File: config.mk
export PLATFORM = sky130hd
export DESIGN_NAME = rau_ctrl
export DESIGN_NICKNAME = d
export VERILOG_FILES = /design/src/sv/rau_pkg.sv /design/src/sv/rau_ctrl.sv
export SDC_FILE = /design/constraint.sdc
export NUM_CORES = 1
export LEC_CHECK = 0
export ABC_AREA = 1
export BUFFER_PORTS_ARGS = -buffer_cell sky130_fd_sc_hd__buf_2
export CAP_MARGIN = 20
export CORE_AREA = 2 2 39 41
export CTS_CLUSTER_DIAMETER = 50
export DETAILED_ROUTE_END_ITERATION = 16
export DIE_AREA = 0 0 41 43
export MAX_ROUTING_LAYER = met4
export PLACE_DENSITY = 0.72
export SYNTH_ARGS = -nofsm -noshare
export SYNTH_HDL_FRONTEND = slang
export SYNTH_SLANG_ARGS = --single-unit
File: constraint.sdc
create_clock -name clk -period 1.55 [get_ports clk]
set_clock_uncertainty 0.05 [all_clocks]
set_input_delay 0.155 -clock clk [delete_from_list [all_inputs] [get_ports clk]]
set_output_delay 0.155 -clock clk [all_outputs]
set_load 0.01 [all_outputs]
File: src/sv/rau_pkg.sv
// shared constants, command codes and control/status types for the rational arithmetic unit
`timescale 1ns / 1ps

package rau_pkg;

	localparam int OPERAND_WIDTH_DEF = 32;
	localparam int FIELD_W           = 32;
	localparam int DEN_W             = 31;
	localparam int CMD_W             = 3;

	localparam logic [CMD_W-1:0] CMD_ADD  = 3'd0;
	localparam logic [CMD_W-1:0] CMD_SUB  = 3'd1;
	localparam logic [CMD_W-1:0] CMD_MUL  = 3'd2;
	localparam logic [CMD_W-1:0] CMD_DIV  = 3'd3;
	localparam logic [CMD_W-1:0] CMD_NORM = 3'd4;

	typedef struct packed {
		logic load;
		logic mul1;
		logic mul2;
		logic mul3;
		logic form;
		logic gcd_step;
		logic gload;
		logic div_start;
		logic div_sel_d;
		logic wb_n;
		logic wb_d;
		logic out_load;
	} ctl_cmd_t;

	typedef struct packed {
		logic gcd_done;
		logic g_zero;
		logic div_done;
	} ctl_sts_t;

endpackage

File: src/sv/rau_ctrl.sv
// controller: sequences multiply, reduce, divide and result handover
`timescale 1ns / 1ps

module rau_ctrl
	import rau_pkg::*;
(
	input  logic     clk,
	input  logic     arst_n,
	input  logic     in_valid,
	output logic     in_ready,
	output logic     res_valid,
	input  logic     res_ready,
	input  ctl_sts_t sts,
	output ctl_cmd_t ctl
);

	localparam logic [3:0] S_IDLE      = 4'd0;
	localparam logic [3:0] S_MUL1      = 4'd1;
	localparam logic [3:0] S_MUL2      = 4'd2;
	localparam logic [3:0] S_MUL3      = 4'd3;
	localparam logic [3:0] S_FORM      = 4'd4;
	localparam logic [3:0] S_GCD       = 4'd5;
	localparam logic [3:0] S_GLOAD     = 4'd6;
	localparam logic [3:0] S_DIVN_GO   = 4'd7;
	localparam logic [3:0] S_DIVN_WAIT = 4'd8;
	localparam logic [3:0] S_DIVD_GO   = 4'd9;
	localparam logic [3:0] S_DIVD_WAIT = 4'd10;
	localparam logic [3:0] S_FIN       = 4'd11;

	logic [3:0] state_q, state_d;
	logic       out_valid_q;
	logic       out_free;

	assign in_ready  = (state_q == S_IDLE);
	assign res_valid = out_valid_q;
	assign out_free  = !out_valid_q || res_ready;

	always_comb begin
		state_d = state_q;
		ctl     = '0;
		case (state_q)
			S_IDLE: begin
				if (in_valid) begin
					ctl.load = 1'b1;
					state_d  = S_MUL1;
				end
			end
			S_MUL1: begin
				ctl.mul1 = 1'b1;
				state_d  = S_MUL2;
			end
			S_MUL2: begin
				ctl.mul2 = 1'b1;
				state_d  = S_MUL3;
			end
			S_MUL3: begin
				ctl.mul3 = 1'b1;
				state_d  = S_FORM;
			end
			S_FORM: begin
				ctl.form = 1'b1;
				state_d  = S_GCD;
			end
			S_GCD: begin
				if (!sts.gcd_done) begin
					ctl.gcd_step = 1'b1;
				end else if (sts.g_zero) begin
					// zero over zero passes through unreduced
					state_d = S_FIN;
				end else begin
					state_d = S_GLOAD;
				end
			end
			S_GLOAD: begin
				ctl.gload = 1'b1;
				state_d   = S_DIVN_GO;
			end
			S_DIVN_GO: begin
				ctl.div_start = 1'b1;
				state_d       = S_DIVN_WAIT;
			end
			S_DIVN_WAIT: begin
				if (sts.div_done) begin
					ctl.wb_n = 1'b1;
					state_d  = S_DIVD_GO;
				end
			end
			S_DIVD_GO: begin
				ctl.div_start = 1'b1;
				ctl.div_sel_d = 1'b1;
				state_d       = S_DIVD_WAIT;
			end
			S_DIVD_WAIT: begin
				ctl.div_sel_d = 1'b1;
				if (sts.div_done) begin
					ctl.wb_d = 1'b1;
					state_d  = S_FIN;
				end
			end
			S_FIN: begin
				if (out_free) begin
					ctl.out_load = 1'b1;
					state_d      = S_IDLE;
				end
			end
			default: begin
				state_d = S_IDLE;
			end
		endcase
	end

	always_ff @(posedge clk or negedge arst_n) begin
		if (!arst_n) begin
			state_q     <= S_IDLE;
			out_valid_q <= 1'b0;
		end else begin
			state_q <= state_d;
			if (ctl.out_load) begin
				out_valid_q <= 1'b1;
			end else if (res_ready) begin
				out_valid_q <= 1'b0;
			end
		end
	end

endmodule

==> out/metrics.csv <==
metric;value;unit
status;complete, no violations;
r2r_end;state_q[0];
cp-start-kind;flop;
syn_nets;87;
area_growth;35.77;%
clk-insertion-delay-late;0.24;ns
cts_tree;built;
vias;547;
dieArea;0.001763;sq mm
rsz0062_at_grt;no;
start_util;0.3210;
gp_congestion;0.8449;
worstHoldStart;res_ready;
p_leak;0.0004057;uW
ys_seq_elements;5;
syn_inst;80;
fp.dieH;43;microns
critPathArrivalTime;1.25;ns
worstHoldPathCells;2;
maxCapViolations;0;
min_period_over_period;0.9396;
drt-initial-drc-count;7;
antenna_found_initial;0;
rrSetupSlack;0.29;ns
ys_seq_area_frac;0.2817;
min_path_type;in2reg;
drtAntennaViolNets;0;
period_needed;1.456;ns
finalInstanceArea;603.1;sq um
tightest_slew;0.2056;ns
multi_input_area;250.2;sq um
synth_top_area_share;0.2817;
dpl_cell_area;564.3;sq um
grt_pass1_vias;478;
total_power;1008;uW
mostFrequentLayoutCells;nand2_1, buf_2, inv_1;
wl_per_cell;9.264;microns
cp_max_fo;6;
hold_slack;0.07409;ns
synth_area_leader_cell;dfrtp_1;
crit-reg2reg-launch;state_q[3];
ios;21;
hold_viol;0;
crit_slowest_cell;dfrtp_1;
fillers;163;
holdPathEnd;res_valid;
regArea;125.1;sq um
groute.usage.overall;0.1551;
core;0.001384;sq mm
critPathMaxStageDelay;0.44;ns
slew-limit-headroom;0.8615;
grt_pass1_wl;1807;microns
final_layout_size_suffix_gt1_frac;0.3333;
cts_buffers;3;
layout_commonest_cell;nand2_1;
post-dp-hpwl;958.6;microns
path_cells;nor2_1 > inv_1 > nor3_1 > buf_2;
worstPathRequired;1.34;ns
path_clk_slew;0.04;ns
end_kind;output port;
setup_violations;0;
drv_slew;0;
synth_area_leaders;dfrtp_1, nand2_1, inv_1, nor2_1, nand2_2;
rows;14;
tns;0;ns
drcViolationCount;0;
clockRootBuffer;clkbuf_4;
synth_area;444.2;sq um
fin_util;0.4358;
diodes;0;
yosys_warnings;0;
die_x;41;microns
first_pass_iters;4;
ir_worst_vdd;713.6;uV
vias_per_cell;4.521;
final_nets;113;
path_class;reg2out;
grt_max_degree;7;
cts_sinks;5;
fmax;0.6867;GHz
grt_overflow_total;0;
rr_worst_depth;7;
syn_avg_cell_area;5.552;sq um
wl;1121;microns
p_per_area;1672;mW/mm^2
ctsHtreeMaxLevel;1;
ys_types;12;
clockBufferDepth;2;
startpoint;state_q[0];
io_buffer_count;20;
post-cts-setup-buffers;0;
## per-stage QoR
| step | setup slack (ns) | cells |
|---|---|---|
| 4_1_cts | 0.06232 | 121 |
| 2_1_floorplan | 0.4168 | 80 |
| 3_3_place_gp | 0.3375 | 116 |
| 6_report | 0.09368 | 121 |
| 3_5_place_dp | 0.3245 | 116 |
| 5_1_grt | 0.01049 | 121 |
## synthesized netlist by cell type (all sizes together)
library cell	instances
nand2	28
inv	19
nor2	19
dfrtp	5
nand3	3
o21ai	3
nor3	2
o22ai	1
## critical path, delay by kind of cell (launching register included)
| family | cells | cell delay (ns) |
|---|---|---|
| simple gates | 2 | 0.32 |
| buf+inv | 2 | 0.26 |
| flops | 1 | 0.44 |
## logic make-up (layout without fill, tap and decap cells)
family          count (synthesis)  after routing  share of synthesized area
buf+inv                        19             44                     0.1606
compound gates                  4              4                    0.04789
simple gates                   52             52                     0.5098
flops                           5              5                     0.2817
## metal layers
layer | GRT usage | vias to the layer above | routed length, microns
met5 | - | - | 0
met2 | 0.2563 | 13 | 567
met4 | 0.08000 | 0 | 21
met3 | 0.01571 | 4 | 57
li1 | - | 282 | -
met1 | 0.1732 | 248 | 475
## flip-flops by register name, indices dropped and copies added, names as in the netlist
name,cells
res_valid,1
state_q,4
## area by class of cell
type                    count  share of cell area
inverters                  19              0.1183
clock buffers               4             0.04357
flip-flops and latches      5              0.2075
multi-input cells          56              0.4149
well taps                  16             0.03320
repair buffers             21              0.1826
## how the worst max path moves through the flow
stage	endpoint	slack, ns	cells past startpoint
finish	ctl[2]	0.09	4
global route	ctl[4]	0.01	5
CTS	ctl[11]	0.06	4
detailed placement	state_q[0]	0.32	7
global placement	ctl[11]	0.34	4
floorplan	ctl[11]	0.42	3
## power breakdown
group,total [uW],switching [uW],leakage [uW],internal (uW)
combinational,607,389,0.000326,218
sequential,250,67.6,0.0000642,182
clock,152,54.3,0.0000150,97.4
total,1010,511,0.000406,498
## timing repair
item                       CTS  global route
hold endpoints to repair     5             0
gates resized for setup      0             1
setup endpoints to repair    0             1
hold buffers                 1             0
(Power assumes the default switching activity.)
